## src/hw/rtl/avcc_ab_pkg.sv

```systemverilog
// shared types and constants of the avcc to annex b converter
package avcc_ab_pkg;

    // status codes on the last word of an item
    localparam logic [2:0] STAT_OK       = 3'd0;
    localparam logic [2:0] STAT_PKT_BAD  = 3'd1;
    localparam logic [2:0] STAT_REC_BAD  = 3'd2;
    localparam logic [2:0] STAT_OVERFLOW = 3'd3;
    localparam logic [2:0] STAT_MISSING  = 3'd4;

    // nal unit type of an idr slice, taken from the low five bits
    localparam logic [4:0] NAL_TYPE_IDR = 5'd5;

    // start code bytes
    localparam logic [7:0] SC_ZERO = 8'h00;
    localparam logic [7:0] SC_ONE  = 8'h01;

    // record byte handed to the header store
    typedef struct packed {
        logic       valid;
        logic [7:0] data;
        logic       last;
    } rec_cmd_t;

    // header store status seen by the sequencer
    typedef struct packed {
        logic       busy;
        logic       header_ok;
        logic [2:0] code;
    } hdr_stat_t;

endpackage

```

## src/hw/rtl/avcc_ab_in_if.sv

```systemverilog
// input word channel: tagged extradata or packet bytes
interface avcc_ab_in_if;
    logic       valid;
    logic       ready;
    logic       mode;
    logic [7:0] data_byte;
    logic       is_last;

    modport source (output valid, output mode, output data_byte, output is_last, input ready);
    modport sink (input valid, input mode, input data_byte, input is_last, output ready);
endinterface

```

## src/hw/rtl/avcc_ab_out_if.sv

```systemverilog
// output word channel: annex b bytes with status
interface avcc_ab_out_if;
    logic       valid;
    logic       ready;
    logic [7:0] out_byte;
    logic       out_last;
    logic [2:0] status;

    modport source (output valid, output out_byte, output out_last, output status, input ready);
    modport sink (input valid, input out_byte, input out_last, input status, output ready);
endinterface

```

## src/hw/rtl/avcc_to_annexb_converter_core.sv

```systemverilog
// avcc to annex b converter: packet nal framing and output word sequencer
// flow: an accepted packet byte leaves idle and its words go through the output word register
//   one per cycle while that register can load; header bytes alternate a read state (registered
//   store read) with an output state; the input is ready only in idle, so the next byte waits
//   until all words of this one are loaded; record bytes wait while the store writes its start
//   code sweep, and the final record byte then adds a status word
// reset: asynchronous, clears all control state; the header store is not cleared
module avcc_to_annexb_converter_core #(
    parameter int HEADER_BYTES = 48,
    parameter int LENGTH_BYTES = 4,
    localparam int IDXW = $clog2(HEADER_BYTES),
    localparam int HLW  = $clog2(HEADER_BYTES + 1)
) (
    input  logic          clk,
    input  logic          rst_n,
    avcc_ab_in_if.sink    feed,
    avcc_ab_out_if.source result
);

    localparam logic [2:0] S_IDLE     = 3'd0;
    localparam logic [2:0] S_REC_WAIT = 3'd1;
    localparam logic [2:0] S_HDR_RD   = 3'd2;
    localparam logic [2:0] S_HDR_OUT  = 3'd3;
    localparam logic [2:0] S_SC       = 3'd4;
    localparam logic [2:0] S_BYTE     = 3'd5;
    localparam logic [2:0] S_STAT     = 3'd6;

    logic [2:0]     state_reg, state_next;
    logic [HLW-1:0] cnt_reg, cnt_next;
    logic [7:0]     byte_reg, byte_next;
    logic           last_reg, last_next;
    logic           sc4_reg, sc4_next;
    logic           bplan_reg, bplan_next;
    logic [2:0]     stat_reg, stat_next;

    logic [31:0]    acc_reg, acc_next;
    logic [2:0]     lbs_reg, lbs_next;
    logic [30:0]    left_reg, left_next;
    logic           perr_reg, perr_next;
    logic [2:0]     pcode_reg, pcode_next;
    logic           first_reg, first_next;

    logic           ov_reg, ov_next;
    logic [7:0]     ob_reg, ob_next;
    logic           ol_reg, ol_next;
    logic [2:0]     os_reg, os_next;

    logic           accept;
    logic           can_load;
    logic           ld;
    logic [7:0]     ld_byte;
    logic           ld_last;
    logic [2:0]     ld_stat;

    // packet plan for the accepted byte
    logic [31:0]    shifted;
    logic [2:0]     lbs_inc;
    logic           stop;
    logic           pl_hdr;
    logic           pl_sc;
    logic           pl_sc4;
    logic           pl_byte;
    logic [2:0]     pl_stat;
    logic           sc_end;

    avcc_ab_pkg::rec_cmd_t  cmd;
    avcc_ab_pkg::hdr_stat_t hstat;
    logic [7:0]             rd_data;
    logic [HLW-1:0]         hl;

    avcc_ab_hdr #(
        .HEADER_BYTES (HEADER_BYTES)
    ) u_hdr (
        .clk           (clk),
        .rst_n         (rst_n),
        .cmd           (cmd),
        .rd_addr       (cnt_reg[IDXW-1:0]),
        .rd_data       (rd_data),
        .header_length (hl),
        .stat          (hstat)
    );

    assign feed.ready = (state_reg == S_IDLE);
    assign accept     = feed.valid && feed.ready;
    assign can_load   = !ov_reg || result.ready;

    assign cmd.valid = accept && !feed.mode;
    assign cmd.data  = feed.data_byte;
    assign cmd.last  = feed.is_last;

    // length parsing, nal framing and packet error tracking
    always_comb
    begin
        acc_next   = acc_reg;
        lbs_next   = lbs_reg;
        left_next  = left_reg;
        perr_next  = perr_reg;
        pcode_next = pcode_reg;
        first_next = first_reg;
        pl_hdr     = 1'b0;
        pl_sc      = 1'b0;
        pl_sc4     = 1'b0;
        pl_byte    = 1'b0;
        pl_stat    = avcc_ab_pkg::STAT_OK;
        stop       = 1'b0;
        shifted    = {acc_reg[23:0], feed.data_byte};
        lbs_inc    = lbs_reg + 3'd1;

        if (!perr_reg)
        begin
            if (left_reg == 31'd0)
            begin
                acc_next = shifted;
                lbs_next = lbs_inc;
                if (lbs_inc >= 3'(LENGTH_BYTES))
                begin
                    acc_next = 32'd0;
                    lbs_next = 3'd0;
                    if (shifted[31])
                    begin
                        perr_next  = 1'b1;
                        pcode_next = avcc_ab_pkg::STAT_PKT_BAD;
                    end
                    else if (shifted == 32'd0)
                    begin
                        pl_sc = 1'b1;
                    end
                    else
                    begin
                        left_next  = shifted[30:0];
                        first_next = 1'b1;
                    end
                end
            end
            else
            begin
                if (first_reg)
                begin
                    first_next = 1'b0;
                    if (feed.data_byte[4:0] == avcc_ab_pkg::NAL_TYPE_IDR)
                    begin
                        if (!hstat.header_ok)
                        begin
                            perr_next  = 1'b1;
                            pcode_next = avcc_ab_pkg::STAT_MISSING;
                            stop       = 1'b1;
                        end
                        else
                        begin
                            pl_hdr = 1'b1;
                            pl_sc  = 1'b1;
                            pl_sc4 = 1'b1;
                        end
                    end
                    else
                    begin
                        pl_sc = 1'b1;
                    end
                end
                if (!stop)
                begin
                    pl_byte   = 1'b1;
                    left_next = left_reg - 31'd1;
                end
            end
        end

        // end of packet: truncation check and rearm
        if (feed.is_last)
        begin
            if (!perr_next && (lbs_next != 3'd0 || left_next != 31'd0))
            begin
                perr_next  = 1'b1;
                pcode_next = avcc_ab_pkg::STAT_PKT_BAD;
            end
            pl_stat    = perr_next ? pcode_next : avcc_ab_pkg::STAT_OK;
            acc_next   = 32'd0;
            lbs_next   = 3'd0;
            left_next  = 31'd0;
            first_next = 1'b0;
            perr_next  = 1'b0;
            pcode_next = avcc_ab_pkg::STAT_OK;
        end
    end

    // word sequencer over header, start code, data and status words
    always_comb
    begin
        state_next = state_reg;
        cnt_next   = cnt_reg;
        byte_next  = byte_reg;
        last_next  = last_reg;
        sc4_next   = sc4_reg;
        bplan_next = bplan_reg;
        stat_next  = stat_reg;
        ld         = 1'b0;
        ld_byte    = avcc_ab_pkg::SC_ZERO;
        ld_last    = 1'b0;
        ld_stat    = avcc_ab_pkg::STAT_OK;
        sc_end     = (cnt_reg == (sc4_reg ? HLW'(3) : HLW'(2)));

        case (state_reg)
            S_IDLE:
            begin
                if (accept)
                begin
                    last_next = feed.is_last;
                    cnt_next  = '0;
                    if (!feed.mode)
                    begin
                        state_next = S_REC_WAIT;
                    end
                    else
                    begin
                        byte_next  = feed.data_byte;
                        sc4_next   = pl_sc4;
                        bplan_next = pl_byte;
                        stat_next  = pl_stat;
                        if (pl_hdr && hl != '0)
                            state_next = S_HDR_RD;
                        else if (pl_sc)
                            state_next = S_SC;
                        else if (pl_byte)
                            state_next = S_BYTE;
                        else if (feed.is_last)
                            state_next = S_STAT;
                        else
                            state_next = S_IDLE;
                    end
                end
            end
            S_REC_WAIT:
            begin
                if (!hstat.busy)
                begin
                    if (last_reg)
                    begin
                        stat_next  = hstat.code;
                        state_next = S_STAT;
                    end
                    else
                    begin
                        state_next = S_IDLE;
                    end
                end
            end
            S_HDR_RD:
            begin
                state_next = S_HDR_OUT;
            end
            S_HDR_OUT:
            begin
                if (can_load)
                begin
                    ld      = 1'b1;
                    ld_byte = rd_data;
                    if (cnt_reg + HLW'(1) == hl)
                    begin
                        cnt_next   = '0;
                        state_next = S_SC;
                    end
                    else
                    begin
                        cnt_next   = cnt_reg + HLW'(1);
                        state_next = S_HDR_RD;
                    end
                end
            end
            S_SC:
            begin
                if (can_load)
                begin
                    ld      = 1'b1;
                    ld_byte = sc_end ? avcc_ab_pkg::SC_ONE : avcc_ab_pkg::SC_ZERO;
                    ld_last = sc_end && !bplan_reg && last_reg;
                    ld_stat = (sc_end && !bplan_reg && last_reg) ? stat_reg
                                                                 : avcc_ab_pkg::STAT_OK;
                    if (sc_end)
                    begin
                        cnt_next   = '0;
                        state_next = bplan_reg ? S_BYTE : S_IDLE;
                    end
                    else
                    begin
                        cnt_next = cnt_reg + HLW'(1);
                    end
                end
            end
            S_BYTE:
            begin
                if (can_load)
                begin
                    ld         = 1'b1;
                    ld_byte    = byte_reg;
                    ld_last    = last_reg;
                    ld_stat    = last_reg ? stat_reg : avcc_ab_pkg::STAT_OK;
                    state_next = S_IDLE;
                end
            end
            S_STAT:
            begin
                if (can_load)
                begin
                    ld         = 1'b1;
                    ld_byte    = avcc_ab_pkg::SC_ZERO;
                    ld_last    = 1'b1;
                    ld_stat    = stat_reg;
                    state_next = S_IDLE;
                end
            end
            default:
            begin
                state_next = S_IDLE;
            end
        endcase
    end

    // output word register
    always_comb
    begin
        ov_next = ov_reg;
        ob_next = ob_reg;
        ol_next = ol_reg;
        os_next = os_reg;
        if (ld)
        begin
            ov_next = 1'b1;
            ob_next = ld_byte;
            ol_next = ld_last;
            os_next = ld_stat;
        end
        else if (result.ready)
        begin
            ov_next = 1'b0;
        end
    end

    // control and packet state registers
    always_ff @(posedge clk or negedge rst_n)
    begin
        if (!rst_n)
        begin
            state_reg <= S_IDLE;
            cnt_reg   <= '0;
            last_reg  <= 1'b0;
            sc4_reg   <= 1'b0;
            bplan_reg <= 1'b0;
            stat_reg  <= avcc_ab_pkg::STAT_OK;
            acc_reg   <= 32'd0;
            lbs_reg   <= 3'd0;
            left_reg  <= 31'd0;
            perr_reg  <= 1'b0;
            pcode_reg <= avcc_ab_pkg::STAT_OK;
            first_reg <= 1'b0;
            ov_reg    <= 1'b0;
        end
        else
        begin
            state_reg <= state_next;
            cnt_reg   <= cnt_next;
            last_reg  <= last_next;
            sc4_reg   <= sc4_next;
            bplan_reg <= bplan_next;
            stat_reg  <= stat_next;
            ov_reg    <= ov_next;
            if (accept && feed.mode)
            begin
                acc_reg   <= acc_next;
                lbs_reg   <= lbs_next;
                left_reg  <= left_next;
                perr_reg  <= perr_next;
                pcode_reg <= pcode_next;
                first_reg <= first_next;
            end
        end
    end

    // payload registers
    always_ff @(posedge clk)
    begin
        byte_reg <= byte_next;
        ob_reg   <= ob_next;
        ol_reg   <= ol_next;
        os_reg   <= os_next;
    end

    assign result.valid    = ov_reg;
    assign result.out_byte = ob_reg;
    assign result.out_last = ol_reg;
    assign result.status   = os_reg;

endmodule

```

## src/hw/rtl/avcc_ab_hdr.sv

```systemverilog
// avcc record parser with the sps/pps header store
module avcc_ab_hdr #(
    parameter int HEADER_BYTES = 48,
    localparam int IDXW = $clog2(HEADER_BYTES),
    localparam int HLW  = $clog2(HEADER_BYTES + 1)
) (
    input  logic                  clk,
    input  logic                  rst_n,
    input  avcc_ab_pkg::rec_cmd_t cmd,
    input  logic [IDXW-1:0]       rd_addr,
    output logic [7:0]            rd_data,
    output logic [HLW-1:0]        header_length,
    output avcc_ab_pkg::hdr_stat_t stat
);

    localparam logic [3:0] PH_SKIP      = 4'd0;
    localparam logic [3:0] PH_LENSIZE   = 4'd1;
    localparam logic [3:0] PH_SPSCOUNT  = 4'd2;
    localparam logic [3:0] PH_UNIT_HI   = 4'd3;
    localparam logic [3:0] PH_UNIT_LO   = 4'd4;
    localparam logic [3:0] PH_UNIT_DATA = 4'd5;
    localparam logic [3:0] PH_PPSCOUNT  = 4'd6;
    localparam logic [3:0] PH_DONE      = 4'd7;
    localparam logic [3:0] PH_ERR       = 4'd8;

    logic [7:0] mem [HEADER_BYTES];

    logic [3:0]     phase_reg, phase_next;
    logic [7:0]     units_reg, units_next;
    logic [15:0]    ubl_reg, ubl_next;
    logic [HLW-1:0] hl_reg, hl_next;
    logic [2:0]     code_reg, code_next;
    logic [2:0]     fin_code_reg, fin_code_next;
    logic           in_sps_reg, in_sps_next;
    logic           sps_reg, sps_next;
    logic           pps_reg, pps_next;
    logic           ok_reg, ok_next;
    logic [1:0]     sweep_reg, sweep_next;
    logic           pend_last_reg, pend_last_next;

    logic           we;
    logic [7:0]     wdata;
    logic           finalize;
    logic [7:0]     units_dec;
    logic [3:0]     done_phase;
    logic [7:0]     skip_cnt;
    logic [15:0]    unit_len;
    logic [15:0]    ubl_dec;
    logic [16:0]    need;
    logic [2:0]     fc;

    // unit bookkeeping when a stored unit completes
    always_comb
    begin
        units_dec  = (units_reg != 8'd0) ? units_reg - 8'd1 : units_reg;
        done_phase = (units_dec != 8'd0) ? PH_UNIT_HI :
                     (in_sps_reg ? PH_PPSCOUNT : PH_DONE);
        skip_cnt   = units_reg + 8'd1;
        unit_len   = {ubl_reg[15:8], cmd.data};
        ubl_dec    = ubl_reg - 16'd1;
        need       = 17'(hl_reg) + 17'd4 + 17'(unit_len);
    end

    // record byte parsing and start code write sweep
    always_comb
    begin
        phase_next     = phase_reg;
        units_next     = units_reg;
        ubl_next       = ubl_reg;
        hl_next        = hl_reg;
        code_next      = code_reg;
        fin_code_next  = fin_code_reg;
        in_sps_next    = in_sps_reg;
        sps_next       = sps_reg;
        pps_next       = pps_reg;
        ok_next        = ok_reg;
        sweep_next     = sweep_reg;
        pend_last_next = pend_last_reg;
        we             = 1'b0;
        wdata          = avcc_ab_pkg::SC_ZERO;
        finalize       = 1'b0;
        fc             = avcc_ab_pkg::STAT_OK;

        if (sweep_reg != 2'd0)
        begin
            we         = 1'b1;
            wdata      = (sweep_reg == 2'd1) ? avcc_ab_pkg::SC_ONE : avcc_ab_pkg::SC_ZERO;
            hl_next    = hl_reg + HLW'(1);
            sweep_next = sweep_reg - 2'd1;
            finalize   = (sweep_reg == 2'd1) && pend_last_reg;
        end
        else if (cmd.valid)
        begin
            finalize = cmd.last;
            case (phase_reg)
                PH_SKIP:
                begin
                    if (units_reg == 8'd0)
                    begin
                        hl_next   = '0;
                        ok_next   = 1'b0;
                        sps_next  = 1'b0;
                        pps_next  = 1'b0;
                        code_next = avcc_ab_pkg::STAT_OK;
                    end
                    if (skip_cnt >= 8'd4)
                    begin
                        units_next = 8'd0;
                        phase_next = PH_LENSIZE;
                    end
                    else
                    begin
                        units_next = skip_cnt;
                    end
                end
                PH_LENSIZE:
                begin
                    phase_next = PH_SPSCOUNT;
                end
                PH_SPSCOUNT:
                begin
                    units_next  = {3'b000, cmd.data[4:0]};
                    in_sps_next = 1'b1;
                    if (cmd.data[4:0] == 5'd0)
                    begin
                        phase_next = PH_PPSCOUNT;
                    end
                    else
                    begin
                        sps_next   = 1'b1;
                        phase_next = PH_UNIT_HI;
                    end
                end
                PH_PPSCOUNT:
                begin
                    units_next  = cmd.data;
                    in_sps_next = 1'b0;
                    if (cmd.data == 8'd0)
                    begin
                        phase_next = PH_DONE;
                    end
                    else
                    begin
                        pps_next   = 1'b1;
                        phase_next = PH_UNIT_HI;
                    end
                end
                PH_UNIT_HI:
                begin
                    ubl_next   = {cmd.data, 8'h00};
                    phase_next = PH_UNIT_LO;
                end
                PH_UNIT_LO:
                begin
                    ubl_next = unit_len;
                    if (need > 17'(HEADER_BYTES))
                    begin
                        code_next  = avcc_ab_pkg::STAT_OVERFLOW;
                        phase_next = PH_ERR;
                    end
                    else
                    begin
                        // first start code byte now, the other three over the sweep
                        we             = 1'b1;
                        hl_next        = hl_reg + HLW'(1);
                        sweep_next     = 2'd3;
                        pend_last_next = cmd.last;
                        finalize       = 1'b0;
                        if (unit_len == 16'd0)
                        begin
                            units_next = units_dec;
                            phase_next = done_phase;
                        end
                        else
                        begin
                            phase_next = PH_UNIT_DATA;
                        end
                    end
                end
                PH_UNIT_DATA:
                begin
                    if (hl_reg < HLW'(HEADER_BYTES))
                    begin
                        we      = 1'b1;
                        wdata   = cmd.data;
                        hl_next = hl_reg + HLW'(1);
                    end
                    ubl_next = ubl_dec;
                    if (ubl_dec == 16'd0)
                    begin
                        units_next = units_dec;
                        phase_next = done_phase;
                    end
                end
                default:
                begin
                end
            endcase
        end

        // end of record: report and rearm for the next one
        if (finalize)
        begin
            if (code_next != avcc_ab_pkg::STAT_OK)
                fc = code_next;
            else if (phase_next != PH_DONE)
                fc = avcc_ab_pkg::STAT_REC_BAD;
            else if (!sps_next || !pps_next)
                fc = avcc_ab_pkg::STAT_MISSING;
            else
                fc = avcc_ab_pkg::STAT_OK;
            fin_code_next = fc;
            ok_next       = (fc == avcc_ab_pkg::STAT_OK);
            phase_next    = PH_SKIP;
            units_next    = 8'd0;
            ubl_next      = 16'd0;
            code_next     = avcc_ab_pkg::STAT_OK;
        end
    end

    // control registers
    always_ff @(posedge clk or negedge rst_n)
    begin
        if (!rst_n)
        begin
            phase_reg     <= PH_SKIP;
            units_reg     <= 8'd0;
            ubl_reg       <= 16'd0;
            hl_reg        <= '0;
            code_reg      <= avcc_ab_pkg::STAT_OK;
            fin_code_reg  <= avcc_ab_pkg::STAT_OK;
            in_sps_reg    <= 1'b0;
            sps_reg       <= 1'b0;
            pps_reg       <= 1'b0;
            ok_reg        <= 1'b0;
            sweep_reg     <= 2'd0;
            pend_last_reg <= 1'b0;
        end
        else
        begin
            phase_reg     <= phase_next;
            units_reg     <= units_next;
            ubl_reg       <= ubl_next;
            hl_reg        <= hl_next;
            code_reg      <= code_next;
            fin_code_reg  <= fin_code_next;
            in_sps_reg    <= in_sps_next;
            sps_reg       <= sps_next;
            pps_reg       <= pps_next;
            ok_reg        <= ok_next;
            sweep_reg     <= sweep_next;
            pend_last_reg <= pend_last_next;
        end
    end

    // header store: one write port, registered read port
    always_ff @(posedge clk)
    begin
        if (we)
            mem[hl_reg[IDXW-1:0]] <= wdata;
        rd_data <= mem[rd_addr];
    end

    assign header_length  = hl_reg;
    assign stat.busy      = (sweep_reg != 2'd0);
    assign stat.header_ok = ok_reg;
    assign stat.code      = fin_code_reg;

endmodule

```

## src/flat_wrapper.sv

```systemverilog
// flat-port wrapper written by rule: the top's interface ports become plain ports
module avcc_to_annexb_converter_core_flat 
#(
    parameter int HEADER_BYTES = 48,
    parameter int LENGTH_BYTES = 4,
    localparam int IDXW = $clog2(HEADER_BYTES),
    localparam int HLW  = $clog2(HEADER_BYTES + 1)
)
  (clk, rst_n, feed_valid, feed_mode, feed_data_byte, feed_is_last, feed_ready, result_valid, result_out_byte, result_out_last, result_status, result_ready);
  avcc_ab_in_if feed_i ();
  avcc_ab_out_if result_i ();
  input  logic clk;
  input  logic rst_n;
  input wire logic [$bits(feed_i.valid)-1:0] feed_valid;
  input wire logic [$bits(feed_i.mode)-1:0] feed_mode;
  input wire logic [$bits(feed_i.data_byte)-1:0] feed_data_byte;
  input wire logic [$bits(feed_i.is_last)-1:0] feed_is_last;
  output wire logic [$bits(feed_i.ready)-1:0] feed_ready;
  output wire logic [$bits(result_i.valid)-1:0] result_valid;
  output wire logic [$bits(result_i.out_byte)-1:0] result_out_byte;
  output wire logic [$bits(result_i.out_last)-1:0] result_out_last;
  output wire logic [$bits(result_i.status)-1:0] result_status;
  input wire logic [$bits(result_i.ready)-1:0] result_ready;
  assign feed_i.valid = feed_valid;
  assign feed_i.mode = feed_mode;
  assign feed_i.data_byte = feed_data_byte;
  assign feed_i.is_last = feed_is_last;
  assign feed_ready = feed_i.ready;
  assign result_valid = result_i.valid;
  assign result_out_byte = result_i.out_byte;
  assign result_out_last = result_i.out_last;
  assign result_status = result_i.status;
  assign result_i.ready = result_ready;
  avcc_to_annexb_converter_core #(.HEADER_BYTES(HEADER_BYTES), .LENGTH_BYTES(LENGTH_BYTES)) u_core (.clk(clk), .rst_n(rst_n), .feed(feed_i), .result(result_i));
endmodule
```

## config.mk

```make
export PLATFORM = sky130hd
export DESIGN_NAME = avcc_to_annexb_converter_core_flat
export DESIGN_NICKNAME = d
export VERILOG_FILES = /design/src/hw/rtl/avcc_ab_pkg.sv /design/src/hw/rtl/avcc_ab_in_if.sv /design/src/hw/rtl/avcc_ab_out_if.sv /design/src/hw/rtl/avcc_to_annexb_converter_core.sv /design/src/hw/rtl/avcc_ab_hdr.sv /design/src/flat_wrapper.sv
export SDC_FILE = /design/constraint.sdc
export NUM_CORES = 1
export LEC_CHECK = 0
export BUFFER_PORTS_ARGS = -buffer_cell sky130_fd_sc_hd__buf_4
export CELL_PAD_IN_SITES_DETAIL_PLACEMENT = 0
export CELL_PAD_IN_SITES_GLOBAL_PLACEMENT = 1
export CORE_MARGIN = 10
export CORE_UTILIZATION = 30
export CTS_CLUSTER_SIZE = 8
export DETAILED_ROUTE_END_ITERATION = 8
export PLACE_DENSITY_LB_ADDON = 0.05
export SYNTH_ARGS = -nofsm -noshare
export SYNTH_HDL_FRONTEND = slang
export SYNTH_SLANG_ARGS = --single-unit
```

## constraint.sdc

```tcl
create_clock -name clk -period 5.99 [get_ports clk]
set_clock_uncertainty 0.1 [all_clocks]
set_input_delay 1.198 -clock clk [delete_from_list [all_inputs] [get_ports clk]]
set_output_delay 1.198 -clock clk [all_outputs]
set_load 0.05 [all_outputs]
```

# Word level (Yosys, flattened, before mapping)
# Memories as Yosys holds them, arrays and structs flattened. A register that Yosys moved wholly into a read port is not among the register bits.
# Cells that the tools add are included.
dict set report op_classes {
  addsub 10
  magnitude_cmp 4
  eq_ne 38
  mux 181
  bitwise_logic 2
  n_reduce_logical 65
}
# op count
set op_table {}
lappend op_table {{$mux W31} 7}
lappend op_table {{$mux W3} 51}
lappend op_table {{$mux W8} 15}
lappend op_table {{$mux W24} 4}
lappend op_table {{$mux W1} 66}
lappend op_table {{$mux W6} 10}
lappend op_table {{$mux W16} 3}
lappend op_table {{$pmux W16 S3} 1}
lappend op_table {{$pmux W8 S5} 1}
lappend op_table {{$pmux W6 S3} 2}
lappend op_table {{$logic_not A16 Y1} 2}
lappend op_table {{$logic_not A32 Y1} 1}
lappend op_table {{$logic_not A31 Y1} 1}
lappend op_table {{$reduce_bool A31 Y1} 1}
lappend op_table {{$sub A31 B1 Y31 const B} 1}
lappend op_table {{$pmux W4 S7} 1}
lappend op_table {{$mux W4} 6}
lappend op_table {{$pmux W8 S3} 1}
lappend op_table {{$reduce_bool A2 Y1} 10}
lappend op_table {{$ne A3 B3 Y1 const B} 6}
lappend op_table {{$pmux W3 S6} 1}
lappend op_table {{$add A7 B16 Y17} 1}
lappend op_table {{$gt A17 B6 Y1 const B} 1}
lappend op_table {{$logic_not A8 Y1} 2}
lappend op_table {{other kinds (46)} 105}
dict set report word_totals {
  ff_bits 146
  mem_bits_rw 384
  in_bits 14
  out_inout_bits 14
  memories 1
}
# name depth word_bits rd rd_clocked_by_memory_dff write_ports line
set mem_list {}
lappend mem_list {u_core.u_hdr.mem 48 8 1 1 1 avcc_ab_hdr.sv:26} ;# logic [7:0] mem [HEADER_BYTES];

# Logic depth before layout (Yosys ltp)
dict set report depth {
  ltp_word 18
  ltp_mapped 15
}

# Cells and area by module
# From an unflattened synthesis, not the netlist that was laid out.
dict set report hier_totals {
  cells_unflattened 1819
  area_unflattened_um2 25206.7
}
# module n_inst cells_per_inst area_each_um2
set modules_own_cells {}
lappend modules_own_cells {avcc_ab_hdr 1 1183 19307.3}
lappend modules_own_cells {avcc_to_annexb_converter_core 1 636 5899.4}

# Worst setup path before layout
# OpenSTA, ideal clock, no wires.
dict set report synth_path {
  kind {input-to-reg}
  start {input port feed_data_byte[2]}
  end {memory u_core.u_hdr.mem[17][0] (enable)}
  setup_ns 0.395
  t_arrival_ns 5.358
  required_time_ns 5.495
  path_slack_ns 0.137
  stages 15
  cell_sequence {clkbuf_1 > inv_1 > ha_1 > inv_1 > fa_1 > a21oi_1 > o221ai_1 > or3_1 > a221o_1 > a211oi_2 > nand3_1 > a211oi_2 > nand2_2 > buf_2 > nor4_1}
}
dict set report synth_between {
  elab_chain_cells 8
}
# item line
set synth_lines {}
lappend synth_lines {{from (decl)} flat_wrapper.sv:16} ;# input wire logic [$bits(feed_i.data_byte)-1:0] feed_data_byte;
lappend synth_lines {{$add A7 B16 Y17} avcc_ab_hdr.sv:61} ;# need = 17'(hl_reg) + 17'd4 + 17'(unit_len);
lappend synth_lines {{$gt A17 B6 Y1} avcc_ab_hdr.sv:156} ;# if (need > 17'(HEADER_BYTES))
lappend synth_lines {{$mux W1} avcc_ab_hdr.sv:156}
lappend synth_lines {{$pmux W1 S2} avcc_ab_hdr.sv:95} ;# case (phase_reg)
lappend synth_lines {{$mux W1} avcc_ab_hdr.sv:92} ;# else if (cmd.valid)
lappend synth_lines {{$mux W1} avcc_ab_hdr.sv:84} ;# if (sweep_reg != 2'd0)
lappend synth_lines {{$mux W1} avcc_ab_hdr.sv:259} ;# if (we)
lappend synth_lines {{$mux W1 (implied by the code)} avcc_ab_hdr.sv:260} ;# mem[hl_reg[IDXW-1:0]] <= wdata;
lappend synth_lines {{to (decl)} avcc_ab_hdr.sv:26}
# Every way passes these cells.

# Worst setup path after layout
dict set report layout_path {
  start {input port feed_data_byte[1]}
  end {memory u_core.u_hdr.mem[8][1] (enable)}
}
# Same word-level chain as after synthesis.

==> impl_metrics.toml <==
[sta]
hold_viol_final = 0
fmax_mhz = 191
rsz0062_at_grt = "no"
timing.hold.ws_ns = 0.316
finalCritPeriodShare = 0.872
final.setup.worst_slack_ns = 0.768
slew_headroom = 0.175
maxSlewViolCount = 0
tightest_slew_ns = 1.23
fin_tns_setup_ns = 0
fin_crit_ns = 5.22
setup_viol = 0

[placement]
pre_cts_slack_ns = 0.161
dp_hpwl_mm = 55.2
gp_congestion = 0.801
place_inst = 2914
portBuffers = 27

[yosys]
synth_area_um2 = 24800
yosys_warnings = 0
syn_avg_cell_area_um2 = 13.6
ys.flop_type = "edfxtp_1"
syn_inst = 1822
synth_edf_count = 404
synth_cell_types = 86
synthArstFlopShare = 0.234
ys_ff_latch = 538
syn_nets = 1861
yosysSeqAreaShare = 0.623

[run_status]
status = "finished clean"

[grt]
grt_pass1_vias = 16602
track_usage = 0.176
grt_pass1_wl_mm = 122
grt_max_degree = 68
globalRoute.totalOverflow = 0
antenna_found_initial = 1

[pwr]
peakVddDrop_uv = 207
cellLeakagePower_uw = 0.0106
power_density_nw_per_um2 = 475

[detailed_routing]
drc = 0
vias_per_cell = 5.43
via_count = 16382
drt-total-wl_mm = 83.7
postRouteAntennaNets = 0
drt-pass1-iter-count = 5
drt_iter0_drc = 1281
avgRoutedWirePerCell_um = 27.7

[clock_tree]
cts_setup_buffers = 0
cts_inserted_buffers = 78
cts_buffer_depth = 3
cts.clk_slew.worst_paths_ns = 0.05
clock_latency_ns = 0.64
clock-sinks = 538
hold_buffers = 0
post_cts_resized = 0
h-tree-depth = 3
cts_tree = "done"
root_buffer = "clkbuf_16"

[floorplan]
rows = 105
boundaryPins = 28
fp.dieH_um = 307
die_w_um = 307
dieArea_um2 = 94500
core_area_um2 = 82000
initial_core_util = 0.302

[cells_and_area]
drive_above_1_share = 0.198
final_cells = 3019
nets = 1963
final_util = 0.354
largest_reg_flops = 384
syn2layout_area_growth_pct = 17.0

[worst_hold_path]
hold_class = "in -> async"

[critical_path]
crit_fanout = 8
cp.arrival_ns = 5.45
end_kind = "flop"
cp.required_ns = 6.22
startpoint_type = "input pin"
path_class = "in -> reg"

[run]
max_cap_viol_count = 0
==> per-stage QoR <==
step           cell area (um^2)  power [uW]
2_1_floorplan             24800        8070
3_3_place_gp              26800        9810
3_5_place_dp              26800        9790
4_1_cts                   29000       13900
5_1_grt                   29000       14500
6_report                  29000       13800
==> worst max-delay path: stages <==
cell	delay [ns]
buf_4	0.13
ha_1	0.30
ha_1	0.24
fa_1	0.41
a21oi_1	0.26
o221ai_1	0.25
or3_1	0.36
a221o_1	0.36
a211oi_2	0.29
nand3_1	0.21
a311oi_1	0.32
buf_4	0.18
nand3_1	0.44
nor2_1	0.28
buf_4	0.20
==> cell type report <==
| class | count | area, um^2 |
|---|---|---|
| flip-flops and latches | 538 | 15500 |
| clock buffers | 96 | 2030 |
| diodes | 1 | 2.50 |
| multi-input cells | 1135 | 8830 |
| fillers | 7926 | 53000 |
| repair buffers | 128 | 977 |
| clock inverters | 8 | 191 |
| well taps | 1070 | 1340 |
| inverters | 43 | 161 |
==> metal layers <==
layer | vias to the layer above | global-route usage | wire (um)
li1 | 7324 | - | -
met2 | 475 | 0.262 | 37000
met4 | 0 | 0.0432 | 1490
met1 | 8487 | 0.259 | 40300
met5 | - | 0 | 0
met3 | 96 | 0.0353 | 4920
==> synth_stat cells (8+ instances only) <==
master	count	area [um^2]
a21o_1	8	60.1
ha_1	24	300
a31oi_1	15	93.8
and3_1	12	75.1
nor3_1	52	260
o21ai_0	120	601
nand4_1	15	93.8
xnor2_1	19	166
a22oi_1	16	120
o21a_1	8	60.1
o22ai_1	12	75.1
nor4_1	34	213
clkbuf_1	87	327
a211oi_1	8	60.1
o31ai_1	14	105
nor2_1	125	469
mux4_2	120	2700
nor2b_1	9	56.3
mux2i_1	15	150
or3_1	15	93.8
nand3b_1	8	60.1
inv_1	41	154
dfxtp_1	8	160
and2_1	12	75.1
a21oi_1	74	370
nand2_1	172	646
edfxtp_1	404	12100
nand3_1	53	265
buf_1	16	60.1
a22o_1	18	158
dfrtp_1	126	3150
==> path summary, 6_finish.rpt <==
path | start | end | slack [ns] | depth (start not counted)
max in group asynchronous | rst_n | u_core.u_hdr.ubl_reg[0]$_DFFE_PN0P_ | 4.39 | 2
setup / recovery | feed_data_byte[1] | u_core.u_hdr.mem[8][1]$_DFFE_PP_ | 0.77 | 15
min in group clk | u_core.pcode_reg[1]$_DFFE_PN0P_ | u_core.pcode_reg[1]$_DFFE_PN0P_ | 0.40 | 1
hold / removal | rst_n | u_core.acc_reg[21]$_DFFE_PN0P_ | 0.32 | 1
setup reg to reg | u_core.u_hdr.header_length[0]$_DFFE_PN0P_ | u_core.u_hdr.mem[8][1]$_DFFE_PP_ | 1.05 | 14
hold reg to reg | u_core.pcode_reg[1]$_DFFE_PN0P_ | u_core.pcode_reg[1]$_DFFE_PN0P_ | 0.40 | 1
==> layout by cell type (no fill, tap or decap), types with 9 or more instances in the layout <==
| cell type | count |
|---|---|
| nor3_1 | 51 |
| edfxtp_1 | 404 |
| inv_1 | 41 |
| mux2i_1 | 15 |
| o31ai_1 | 14 |
| clkbuf_1 | 17 |
| a31oi_1 | 15 |
| o21ai_0 | 120 |
| mux4_2 | 120 |
| o22ai_1 | 12 |
| and2_1 | 12 |
| a22o_1 | 18 |
| a21oi_1 | 74 |
| nor2_1 | 125 |
| ha_1 | 24 |
| dfrtp_1 | 124 |
| nand2_1 | 172 |
| clkbuf_16 | 78 |
| nor2b_1 | 9 |
| nand4_1 | 15 |
| xnor2_1 | 19 |
| nor4_1 | 30 |
| nand3_1 | 52 |
| or3_1 | 15 |
| buf_4 | 126 |
| a22oi_1 | 16 |
==> power breakdown <==
part | total, uW | switching (uW) | internal [uW] | leakage, uW
sequential | 5100 | 599 | 4500 | 0.00598
clock | 4060 | 1680 | 2380 | 0.00106
combinational | 4610 | 2930 | 1690 | 0.00356
total | 13800 | 5210 | 8570 | 0.0106
==> cell families (layout without fill, tap and decap cells) <==
family	Yosys count	count (layout)	synth area share
other cells	0	1	0
buf+inv	149	275	0.0227
flops	538	538	0.623
simple gates	563	563	0.113
mux	142	142	0.118
compound gates	378	378	0.0992
xor+xnor	27	27	0.0101
fa+ha+maj	25	25	0.0129
(Power assumes the default switching activity.)
